===== config.mk =====
export PLATFORM = sky130hd
export DESIGN_NAME = ascii_crc16_frame_receiver_top_flat
export DESIGN_NICKNAME = d
export VERILOG_FILES = /design/src/hw/rtl/acfr_pkg.sv /design/src/hw/rtl/acfr_chan_if.sv /design/src/hw/rtl/ascii_crc16_frame_receiver_top.sv /design/src/hw/rtl/acfr_step.sv /design/src/hw/rtl/acfr_out_stage.sv /design/src/flat_wrapper.sv
export SDC_FILE = /design/constraint.sdc
export NUM_CORES = 1
export LEC_CHECK = 0
export ABC_AREA = 1
export BUFFER_PORTS_ARGS = -buffer_cell sky130_fd_sc_hd__buf_2
export CAP_MARGIN = 5
export CORE_ASPECT_RATIO = 1.4
export CORE_UTILIZATION = 49
export CTS_CLUSTER_DIAMETER = 80
export DETAILED_ROUTE_END_ITERATION = 8
export PLACE_DENSITY = 0.64
export SYNTH_ARGS = -nofsm -noshare
export SYNTH_HDL_FRONTEND = slang
export SYNTH_SLANG_ARGS = --single-unit

===== constraint.sdc =====
create_clock -name clk -period 14.15 [get_ports clk]
set_clock_uncertainty 0.2 [all_clocks]
set_input_delay 2.1225 -clock clk [delete_from_list [all_inputs] [get_ports clk]]
set_output_delay 2.1225 -clock clk [all_outputs]
set_load 0.01 [all_outputs]

===== src/hw/rtl/acfr_pkg.sv =====
package acfr_pkg;

  typedef logic [7:0] byte_t;

  typedef enum logic [1:0] {
    PH_HUNT,
    PH_HEADER,
    PH_PAYLOAD,
    PH_CRC
  } phase_t;

  typedef enum logic [1:0] {
    KIND_PAYLOAD,
    KIND_GOOD,
    KIND_CRC_ERR
  } kind_t;

  localparam byte_t       START_MARK = 8'h23;
  localparam logic [6:0]  MAX_LEN    = 7'd99;
  localparam logic [15:0] CRC_INIT   = 16'hFFFF;
  localparam logic [15:0] CRC_POLY   = 16'hA001;

  typedef struct packed {
    byte_t rx_byte;
  } rx_beat_t;

  typedef struct packed {
    kind_t             kind;
    byte_t             payload_byte;
    logic signed [7:0] frame_address;
    logic [6:0]        payload_length;
    logic [15:0]       computed_crc;
    logic [15:0]       received_crc;
  } result_t;

  typedef struct packed {
    logic    valid;
    result_t res;
  } res_beat_t;

  function automatic logic is_ws(input byte_t c);
    return (c == 8'h20) || (c >= 8'h09 && c <= 8'h0D);
  endfunction

  function automatic logic is_digit(input byte_t c);
    return (c >= 8'h30 && c <= 8'h39);
  endfunction

  // {valid, value}
  function automatic logic [4:0] hex_val(input byte_t c);
    logic [4:0] r;
    r = '0;
    if (is_digit(c)) begin
      r = {1'b1, c[3:0]};
    end else if ((c >= 8'h61 && c <= 8'h66) || (c >= 8'h41 && c <= 8'h46)) begin
      r = {1'b1, c[3:0] + 4'd9};
    end
    return r;
  endfunction

  // atoi on a two-character string
  function automatic logic signed [7:0] dec2(input byte_t a, input byte_t b);
    logic [6:0] mag;
    logic       neg;
    mag = '0;
    neg = 1'b0;
    if (is_ws(a)) begin
      if (is_digit(b)) mag = {3'b000, b[3:0]};
    end else if (a == 8'h2B || a == 8'h2D) begin
      neg = (a == 8'h2D);
      if (is_digit(b)) mag = {3'b000, b[3:0]};
    end else if (is_digit(a) && is_digit(b)) begin
      mag = 7'(a[3:0] * 10 + b[3:0]);
    end else if (is_digit(a)) begin
      mag = {3'b000, a[3:0]};
    end
    return neg ? -$signed({1'b0, mag}) : $signed({1'b0, mag});
  endfunction

  // strtol base 16 on four characters, s[0] first
  function automatic logic [15:0] hex4(input logic [3:0][7:0] s);
    logic [2:0]  i;
    logic        stop;
    logic        neg;
    logic [15:0] v;
    logic [4:0]  h;
    i    = '0;
    stop = 1'b0;
    neg  = 1'b0;
    v    = '0;
    for (int k = 0; k < 4; k++) begin
      if (!stop && is_ws(s[k])) i = 3'(k + 1);
      else stop = 1'b1;
    end
    if (i < 3'd4 && (s[i[1:0]] == 8'h2B || s[i[1:0]] == 8'h2D)) begin
      neg = (s[i[1:0]] == 8'h2D);
      i   = i + 3'd1;
    end
    if (i < 3'd3 && s[i[1:0]] == 8'h30 &&
        (s[2'(i + 3'd1)] == 8'h78 || s[2'(i + 3'd1)] == 8'h58)) begin
      i = i + 3'd2;
    end
    stop = 1'b0;
    for (int k = 0; k < 4; k++) begin
      h = hex_val(s[k]);
      if (3'(k) >= i && !stop) begin
        if (h[4]) v = {v[11:0], h[3:0]};
        else stop = 1'b1;
      end
    end
    return neg ? 16'(-v) : v;
  endfunction

  function automatic logic [15:0] crc_upd(input logic [15:0] crc, input byte_t b);
    logic [15:0] c;
    c = crc ^ {8'h00, b};
    for (int k = 0; k < 8; k++) begin
      if (c[0]) c = (c >> 1) ^ CRC_POLY;
      else c = c >> 1;
    end
    return c;
  endfunction

endpackage


===== src/hw/rtl/acfr_chan_if.sv =====
interface acfr_chan_if #(
  parameter type payload_t = logic [7:0]
);
  logic     valid;
  logic     ready;
  payload_t payload;

  modport source (output valid, output payload, input ready);
  modport sink (input valid, input payload, output ready);
endinterface


===== src/hw/rtl/ascii_crc16_frame_receiver_top.sv =====
// ASCII frame receiver with CRC-16/MODBUS check.
// in_ch carries one received byte per beat. A frame is '#', two address
// characters, two length characters (decimal, 1..99), the payload, then four
// hex CRC characters. Bytes outside a frame give no result.
// out_ch gives one beat per payload byte (kind payload) and one verdict beat
// per frame (good or crc error) carrying computed and received CRC. Address
// and length of the current frame ride along on every beat.
// A byte waits in the input register; any result it gives waits in the
// result register. Throughput: one byte per cycle while out_ch is not
// stalled, set by the single input register and the single result register
// around the per-byte parse and CRC logic. A stalled out_ch holds its beat;
// the input register still takes one more byte, then in_ch.ready drops
// until the result is taken. Synchronous reset clears both registers' valid
// flags and returns the parser to hunting for '#' with the CRC at 0xFFFF.
module ascii_crc16_frame_receiver_top
  import acfr_pkg::*;
(
  input  logic        clk,
  input  logic        rst_n,
  acfr_chan_if.sink   in_ch,
  acfr_chan_if.source out_ch
);

  res_beat_t beat;
  logic      slot_free;

  acfr_step u_step (
    .clk       (clk),
    .rst_n     (rst_n),
    .in_ch     (in_ch),
    .slot_free (slot_free),
    .beat      (beat)
  );

  acfr_out_stage u_out (
    .clk       (clk),
    .rst_n     (rst_n),
    .beat      (beat),
    .slot_free (slot_free),
    .out_ch    (out_ch)
  );

endmodule


===== src/hw/rtl/acfr_step.sv =====
module acfr_step
  import acfr_pkg::*;
(
  input  logic         clk,
  input  logic         rst_n,
  acfr_chan_if.sink    in_ch,
  input  logic         slot_free,
  output res_beat_t    beat
);

  logic        s1_valid_r;
  byte_t       s1_byte_r;
  logic        fire;

  phase_t      phase_r, phase_nxt;
  byte_t       hb_r [4];
  byte_t       hb_nxt [4];
  logic [1:0]  hc_r, hc_nxt;
  logic [6:0]  bc_r, bc_nxt;
  logic [15:0] crc_r, crc_nxt;
  byte_t       cc_r [3];
  byte_t       cc_nxt [3];

  byte_t             hb_wr [4];
  logic signed [7:0] len_new;
  logic              len_ok;
  logic              mark_found;
  logic [1:0]        mark_pos;
  logic signed [7:0] len_cur;
  logic [6:0]        bc_inc;
  logic              pay_last;
  logic [15:0]       rx_crc;

  assign fire        = s1_valid_r && slot_free;
  assign in_ch.ready = !s1_valid_r || fire;

  always_ff @(posedge clk) begin
    if (!rst_n) begin
      s1_valid_r <= 1'b0;
    end else if (in_ch.ready) begin
      s1_valid_r <= in_ch.valid;
    end
  end

  always_ff @(posedge clk) begin
    if (in_ch.valid && in_ch.ready) s1_byte_r <= in_ch.payload.rx_byte;
  end

  // header with the current byte written in
  always_comb begin
    for (int i = 0; i < 4; i++) begin
      hb_wr[i] = (hc_r == 2'(i)) ? s1_byte_r : hb_r[i];
    end
  end

  assign len_new = dec2(hb_wr[2], hb_wr[3]);
  assign len_ok  = (len_new >= 8'sd1) && (len_new <= $signed({1'b0, MAX_LEN}));

  always_comb begin
    mark_found = 1'b0;
    mark_pos   = '0;
    for (int k = 3; k >= 0; k--) begin
      if (hb_wr[k] == START_MARK) begin
        mark_found = 1'b1;
        mark_pos   = 2'(k);
      end
    end
  end

  assign len_cur  = dec2(hb_r[2], hb_r[3]);
  assign bc_inc   = bc_r + 7'd1;
  assign pay_last = bc_inc >= len_cur[6:0];
  assign rx_crc   = hex4({s1_byte_r, cc_r[2], cc_r[1], cc_r[0]});

  // phase sequencing
  always_comb begin
    phase_nxt = phase_r;
    if (fire) begin
      unique case (phase_r)
        PH_HUNT: begin
          if (s1_byte_r == START_MARK) phase_nxt = PH_HEADER;
        end
        PH_HEADER: begin
          if (hc_r == 2'd3) begin
            if (len_ok) phase_nxt = PH_PAYLOAD;
            else if (!mark_found) phase_nxt = PH_HUNT;
          end
        end
        PH_PAYLOAD: begin
          if (pay_last) phase_nxt = PH_CRC;
        end
        PH_CRC: begin
          if (bc_r == 7'd3) phase_nxt = PH_HUNT;
        end
        default: phase_nxt = PH_HUNT;
      endcase
    end
  end

  // datapath and result
  always_comb begin
    hc_nxt  = hc_r;
    bc_nxt  = bc_r;
    crc_nxt = crc_r;
    hb_nxt  = hb_r;
    cc_nxt  = cc_r;
    beat    = '0;
    beat.res.frame_address  = dec2(hb_r[0], hb_r[1]);
    beat.res.payload_length = len_cur[6:0];
    if (fire) begin
      unique case (phase_r)
        PH_HUNT: begin
          if (s1_byte_r == START_MARK) hc_nxt = '0;
        end
        PH_HEADER: begin
          hb_nxt = hb_wr;
          if (hc_r != 2'd3) begin
            hc_nxt = hc_r + 2'd1;
          end else if (len_ok) begin
            bc_nxt  = '0;
            crc_nxt = CRC_INIT;
          end else if (mark_found) begin
            // keep the bytes after the first mark as the new header start
            for (int j = 0; j < 3; j++) begin
              if (j + int'(mark_pos) + 1 < 4) hb_nxt[j] = hb_wr[2'(j + int'(mark_pos) + 1)];
            end
            hc_nxt = 2'd3 - mark_pos;
          end else begin
            hc_nxt = '0;
          end
        end
        PH_PAYLOAD: begin
          crc_nxt                = crc_upd(crc_r, s1_byte_r);
          bc_nxt                 = pay_last ? 7'd0 : bc_inc;
          beat.valid             = 1'b1;
          beat.res.kind          = KIND_PAYLOAD;
          beat.res.payload_byte  = s1_byte_r;
        end
        PH_CRC: begin
          if (bc_r < 7'd3) begin
            cc_nxt[bc_r[1:0]] = s1_byte_r;
            bc_nxt            = bc_inc;
          end else begin
            beat.valid            = 1'b1;
            beat.res.kind         = (rx_crc == crc_r) ? KIND_GOOD : KIND_CRC_ERR;
            beat.res.computed_crc = crc_r;
            beat.res.received_crc = rx_crc;
            hc_nxt                = '0;
            bc_nxt                = '0;
          end
        end
        default: ;
      endcase
    end
  end

  always_ff @(posedge clk) begin
    if (!rst_n) begin
      phase_r <= PH_HUNT;
      hc_r    <= '0;
      bc_r    <= '0;
      crc_r   <= CRC_INIT;
    end else begin
      phase_r <= phase_nxt;
      hc_r    <= hc_nxt;
      bc_r    <= bc_nxt;
      crc_r   <= crc_nxt;
    end
  end

  always_ff @(posedge clk) begin
    hb_r <= hb_nxt;
    cc_r <= cc_nxt;
  end

endmodule


===== src/hw/rtl/acfr_out_stage.sv =====
module acfr_out_stage
  import acfr_pkg::*;
(
  input  logic         clk,
  input  logic         rst_n,
  input  res_beat_t    beat,
  output logic         slot_free,
  acfr_chan_if.source  out_ch
);

  logic    valid_r;
  result_t res_r;

  assign slot_free      = !valid_r || out_ch.ready;
  assign out_ch.valid   = valid_r;
  assign out_ch.payload = res_r;

  always_ff @(posedge clk) begin
    if (!rst_n) begin
      valid_r <= 1'b0;
    end else if (slot_free) begin
      valid_r <= beat.valid;
    end
  end

  always_ff @(posedge clk) begin
    if (slot_free && beat.valid) res_r <= beat.res;
  end

endmodule


===== src/flat_wrapper.sv =====
// flat-port wrapper written by rule: the top's interface ports become plain ports
module ascii_crc16_frame_receiver_top_flat import acfr_pkg::*;
  (clk, rst_n, in_ch_valid, in_ch_payload, in_ch_ready, out_ch_valid, out_ch_payload, out_ch_ready);
  acfr_chan_if #(.payload_t(rx_beat_t)) in_ch_i ();
  acfr_chan_if #(.payload_t(result_t)) out_ch_i ();
  input  logic clk;
  input  logic rst_n;
  input wire logic [$bits(in_ch_i.valid)-1:0] in_ch_valid;
  input wire logic [$bits(in_ch_i.payload)-1:0] in_ch_payload;
  output wire logic [$bits(in_ch_i.ready)-1:0] in_ch_ready;
  output wire logic [$bits(out_ch_i.valid)-1:0] out_ch_valid;
  output wire logic [$bits(out_ch_i.payload)-1:0] out_ch_payload;
  input wire logic [$bits(out_ch_i.ready)-1:0] out_ch_ready;
  assign in_ch_i.valid = in_ch_valid;
  assign in_ch_i.payload = in_ch_payload;
  assign in_ch_ready = in_ch_i.ready;
  assign out_ch_valid = out_ch_i.valid;
  assign out_ch_payload = out_ch_i.payload;
  assign out_ch_i.ready = out_ch_ready;
  ascii_crc16_frame_receiver_top u_core (.clk(clk), .rst_n(rst_n), .in_ch(in_ch_i), .out_ch(out_ch_i));
endmodule

Word-level counts from Yosys, hierarchy flattened
Index checks and enable logic that the tools add are counted.
{"block": "totals", "romBits": 0, "ram_bits": 0, "inputBits": 12, "latchBits": 0, "output_inout_bits": 59, "ff_bits": 150, "mem_count": 0, "wordCells": 393}
{"block": "classes", "addsub": 21, "n_shift": 0, "div_mod_pow": 0, "eq_ne": 41, "reduce_logical": 80, "mul": 3, "muxes": 141, "magnitude_cmp": 71, "bitwise_logic": 15}
{"op": "$mux W16", "n": 31}
{"op": "$eq A8 B6 Y1 const B", "n": 21}
{"op": "$mux W8", "n": 19}
{"op": "$mux W7", "n": 15}
{"op": "$bmux W8 S2", "n": 6}
{"op": "$lt A32 B4 Y1 const B", "n": 3}
{"op": "$ge A8 B6 Y1 const B", "n": 10}
{"op": "$le A8 B6 Y1 const B", "n": 10}
{"op": "$mux W24", "n": 3}
{"op": "$ge A8 B7 Y1 const B", "n": 8}
{"op": "$le A8 B7 Y1 const B", "n": 8}
{"op": "$ge A8 B4 Y1 const B", "n": 7}
{"op": "$le A8 B4 Y1 const B", "n": 7}
{"op": "$logic_and A1 B1 Y1", "n": 42}
{"op": "$mux W5", "n": 8}
{"op": "$mux W2", "n": 16}
{"op": "$mux W4", "n": 8}
{"op": "$pmux W16 S2", "n": 1}
{"op": "$not A2 Y3", "n": 9}
{"op": "$bwmux W24", "n": 1}
{"op": "$add A7 B4 Y7", "n": 3}
{"op": "$mux W1", "n": 21}
{"op": "$pmux W7 S3", "n": 1}
{"op": "$logic_or A1 B1 Y1", "n": 18}
{"op": "51 further kinds", "n": 96}

Depth between registers and ports, before layout
{"block": "logic_depth", "depth_word": 43, "depth_mapped": 51}

Modules after synthesis
From an unflattened synthesis, not the netlist that was laid out.
{"block": "hier_totals", "cells_unflattened": 1587, "area_unflattened_um2": 11604.9}
{"mod": "acfr_step", "cells_per_inst": 1523, "n_inst": 1, "area_each_um2": 9841.9, "seq_area_each_um2": 2482.4}
{"mod": "acfr_out_stage", "cells_per_inst": 64, "n_inst": 1, "area_each_um2": 1762.9, "seq_area_each_um2": 1731.7}

Worst setup path before layout
No wires, ideal clock.
{"block": "synth_path", "path_type": "register to register", "from": "register u_core.u_step.s1_byte_r[0]", "to": "register u_core.u_out.res_r, in the netlist u_core.u_out.out_ch.payload[56], data pin", "path_stages_with_launch": 48, "setup_slack_ns": 8.470, "path_buffers": 2, "arrival_time_ns": 5.214, "t_required_ns": 13.684, "cell_sequence": "edfxtp_1 > clkinv_1 > ha_1 > nor2_1 > nand2_1 > nand2_1 > nor2_1 > nor2_1 > nand2_2 > nand2_4 > nand2_4 > buf_6 > nand2_1 > nand3_1 > nand2_1 > nand2_2 > nand2_4 > nand2_4 > [12 not listed] > nand3_4 > buf_6 > nand4_1 > nand2_1 > nand2_1 > nand2_2 > ha_1 > or2_2 > nand3_1 > nand2_1 > nor2_1 > nand2_1 > inv_1 > nand3_1 > nor2_1 > nand3_2 > nor2_1 > nor2_1"}
{"block": "synth_between", "elab_chain_cells": 35}
{"element": "start, declared", "line_no": "acfr_step.sv:12", "rtl": "byte_t s1_byte_r;"}
{"element": "start signal, assigned", "line_no": "acfr_step.sv:46", "rtl": "if (in_ch.valid && in_ch.ready) s1_byte_r <= in_ch.payload.rx_byte;"}
{"element": "$ge A8 B4 Y1 / $le A8 B4 Y1 (equally long branches)", "line_no": "acfr_pkg.sv:42", "rtl": "return (c == 8'h20) || (c >= 8'h09 && c <= 8'h0D);"}
{"element": "$logic_and A1 B1 Y1", "line_no": "acfr_pkg.sv:42"}
{"element": "$logic_or A1 B1 Y1", "line_no": "acfr_pkg.sv:42"}
{"element": "$logic_and A1 B1 Y1", "line_no": "acfr_pkg.sv:92", "rtl": "if (!stop && is_ws(s[k])) i = 3'(k + 1);"}
{"element": "$mux W3", "line_no": "acfr_pkg.sv:92"}
{"element": "$bmux W8 S2", "line_no": "acfr_pkg.sv:95, acfr_pkg.sv:96"}
{"element": "$mux W8 (not written as such)", "line_no": "acfr_pkg.sv:95, acfr_pkg.sv:96"}
{"element": "$eq A8 B6 Y1 (on tied branches)", "line_no": "acfr_pkg.sv:95, acfr_pkg.sv:96"}
{"element": "[19 not listed]"}
{"element": "$logic_and A1 B1 Y1", "line_no": "acfr_pkg.sv:106", "rtl": "if (3'(k) >= i && !stop) begin"}
{"element": "$mux W16", "line_no": "acfr_pkg.sv:106"}
{"element": "$neg A16 Y16", "line_no": "acfr_pkg.sv:111", "rtl": "return neg ? 16'(-v) : v;"}
{"element": "$mux W16 (*)", "line_no": "acfr_pkg.sv:111"}
{"element": "$eq A16 B16 Y1 (*)", "line_no": "acfr_step.sv:145", "rtl": "beat.res.kind = (rx_crc == crc_r) ? KIND_GOOD : KIND_CRC_ERR;"}
{"element": "$mux W2 (*)", "line_no": "acfr_step.sv:145"}
{"element": "$mux W3 (*)", "line_no": "acfr_step.sv:140", "rtl": "if (bc_r < 7'd3) begin"}
{"element": "$pmux W3 S2 (*)", "line_no": "acfr_step.sv:111", "rtl": "unique case (phase_r)"}
{"element": "end signal, assigned", "line_no": "acfr_out_stage.sv:27", "rtl": "if (slot_free && beat.valid) res_r <= beat.res;"}
{"element": "end, declared", "line_no": "acfr_out_stage.sv:12", "rtl": "result_t res_r;"}
Mark *: on every way between the ends. The rest lies on a longest branch, timed or not. The select of a mux whose other input is x is not followed.
A chain may end at the register's enable or synchronous reset.

Final worst setup path
Ends and elaborated chain as after synthesis.

==> impl_metrics.csv <==
group,metric,value,unit
floorplan,floorplan.die.width,132.1,µm
pwr,power_leakage,5.738,nW
outcome,run_status,"completed",
synthesis,synth_edf_count,121,
route,route.final.wire_length,31650,µm
clock_network,cts-resized-gates,0,
pwr,powerDensity,75.82,nW/µm²
layout,layout_commonest_cell,"nand2_1",
critical_path,startpoint_type,"register",
timing,setup_tns_final,0,ns
placement,place_hpwl,24490,µm
clock_network,tritoncts.num_buffers,17,
timing,period_share,50.24,%
synthesis,post-synth-top-area-fraction,31.31,%
timing,rsz_0062_raised_after_global_routing,"false",
clock_network,cts.htree.levels,4,
clock_network,clk_path_buf_depth,2,
timing,max_slew.worst_pin.slew,0.9508,ns
synthesis,ys_dominant_reg_cell,"edfxtp_1",
placement,place_ws,7.122,ns
synthesis,synth.largest_area_cell,"edfxtp_1",
critical_path,timing.reg2reg.setup_slack,7.04,ns
pwr,post-layout-total-power,0.9694,mW
route,via_per_inst,5.475,
clock_network,tritoncts,"done",
synthesis,netlist_area,11610,µm²
placement,place_inst,1906,
floorplan,core_area,23200,µm²
critical_path,timing.critical_path.fanout_max,14,
layout,mostFrequentLayoutCells,"nand2_1, inv_1, nor2_1, o21ai_0, edfxtp_1",
timing,fmaxAchievable,0.1407,GHz
route,dr.first_iter.drc_count,667,
floorplan,floorplan.die.height,184.1,µm
timing,setup_ws,7.041,ns
hold_path,timing.hold.worst.class,"register to register",
synthesis,synth_area_leaders,"edfxtp_1, nand2_1, inv_1, ha_1, o21ai_0",
global_routing,grt_max_degree,51,
critical_path,cp_num_buf_inv,6,
clock_network,cts.sinks,150,
timing,max_slew_margin,36.54,%
route,drtAntennaViolNets,0,
global_routing,grt_pass1_vias,10390,
layout,finalNonFillerCells,1938,
synthesis,netlist_instances,1562,
clock_network,clock-root-buffer,"clkbuf_16",
timing,fin_hold_ws,0.3198,ns
clock_network,hold_fix_buffers_at_cts,0,
global_routing,grt_first_pass_wirelength,51150,µm
layout,utilization,55.10,%
synthesis,synth.yosys.seq_area_share,36.31,%
route,vias,10610,
global_routing,total_routing_usage_gr,26.87,%
route,drt_drc_violations_left,0,
route,avgRoutedWirePerCell,16.33,µm
floorplan,floorplan.die_area,24310,µm²
synthesis,yosys_register_bits,150,
timing,slew_violations,0,
global_routing,grt_overflow_total,0,
timing,finalHoldViolations,0,
synthesis,syn-num-nets,1636,
critical_path,timing.critical_path.max_delay_family,"simple AND/OR/NAND/NOR gates",
synthesis,ys_async_rst_share,0,%
run,maxCapViolCount,0,
critical_path,worst_ep_arrival_time,7.06,ns
critical_path,worstPathRequired,14.10,ns
synthesis,syn-mean-instance-area,7.430,µm²
layout,final_design_area_no_fill,12790,µm²
clock_network,clk-insertion-delay-late,0.44,ns
layout,final_nets,1693,
placement,io_buffer_count,70,
critical_path,critPathMaxStageDelay,0.60,ns
pwr,worst_ir_drop_vdd,84.61,µV
critical_path,timing.setup.critical_path_class,"register to register",
layout,areaGrowthSynthToFinish,10.17,%
placement,placed_area,12190,µm²
layout,antennaDiodeCount,0,
synthesis,synth.distinct_cells,63,
floorplan,initial_core_util,50.02,%
critical_path,crit_top_cell,"nand2_1",
critical_path,worst_path_max_delay_cell,"edfxtp_1",
timing,finalWorstPathRequiredPeriod,7.109,ns
critical_path,worstSetupEndpointType,"register",
floorplan,ios,71,
clock_network,post-cts-setup-buffer-count,0,
timing,report.final.setup_viol,0,
clock_network,clk_pin_slew,0.06,ns
floorplan,core.rowCount,66,
route,dr.pass1.iters,5,
synthesis,synth_warnings,0,
placement,place.gp.congestion,0.9043,
layout,drive_gt1_share,11.15,%
global_routing,grt_antenna_before_repair,0,
## per-layer routing
layer	wire length (µm)	global-route usage, %	share of wire (%)	up-vias
li1	-	-	-	5351
met5	0	0	0	-
met2	16780	50.77	53	267
met1	12610	29.57	40	4919
met3	1081	3.355	3.4	74
met4	1175	12.98	3.7	0
## flip-flops by register name (all words and copies together), names as in the netlist, named ones only
signal and count:
u_core.u_step.s1_byte_r 8, u_core.u_out.out_ch.valid 1, u_core.u_step.crc_r 16, u_core.u_out.out_ch.payload 57, u_core.u_step.cc_r 24, u_core.u_step.hb_r 32, u_core.u_step.bc_r 7, u_core.u_step.phase_r 1
u_core.u_step.s1_valid_r 1, u_core.u_step.hc_r 2
## worst register-to-register path: cells and delay by family (launching register included)
| family | cells | cell delay, ns |
|---|---|---|
| simple gates | 32 | 3.72 |
| buf+inv | 6 | 0.81 |
| flops | 1 | 0.60 |
| fa+ha+maj | 3 | 0.83 |
| compound gates | 3 | 0.67 |
## cells by family (layout without fill, tap and decap cells)
family          count (synthesis)  after routing  share of synthesized area (%)
flops                         150            150                          36.31
xor+xnor                       49             49                          3.698
fa+ha+maj                      62             62                          7.072
buf+inv                       270            340                          9.153
mux                            16             16                          1.466
simple gates                  749            749                          28.83
compound gates                266            266                          13.48
## synthesized netlist by cell type (14+ instances only)
cell      instances
nor2_1          165
clkbuf_1         27
dfxtp_1          29
inv_1           214
ha_1             56
xor2_1           37
nand4_1          31
o21ai_0         137
o211ai_1         22
a21oi_1          45
nor3_1           35
nand2_2          14
nand2_1         341
nand3_1         113
edfxtp_1        121
## worst paths after layout
check,to,start,depth (start not counted)
worst min register to register,u_core.u_out.out_ch.valid$_SDFFE_PN0P_,u_core.u_out.out_ch.valid$_SDFFE_PN0P_,2
worst max-delay path,u_core.u_out.out_ch.payload[56]$_SDFFCE_PN0P_,u_core.u_step.s1_byte_r[0]$_DFFE_PP_,44
worst max register to register,u_core.u_out.out_ch.payload[56]$_SDFFCE_PN0P_,u_core.u_step.s1_byte_r[0]$_DFFE_PP_,44
worst min-delay path,u_core.u_out.out_ch.valid$_SDFFE_PN0P_,u_core.u_out.out_ch.valid$_SDFFE_PN0P_,2
## power by group
| part | switching (mW) | internal [mW] |
|---|---|---|
| Clock | 0.193 | 0.266 |
| Combinational | 0.0212 | 0.0109 |
| Sequential | 0.00415 | 0.474 |
| Total | 0.219 | 0.751 |
## final cells by class
cell class,instances,area [µm²]
clock buffer,21,483.0
multi-input combinational,1142,6332
fill,2259,10420
sequential,150,4214
tap,306,382.9
clock inverter,11,108.9
timing repair buffer,75,387.9
inverter,233,877.1
Note: power is estimated with default switching activity, not from simulation.
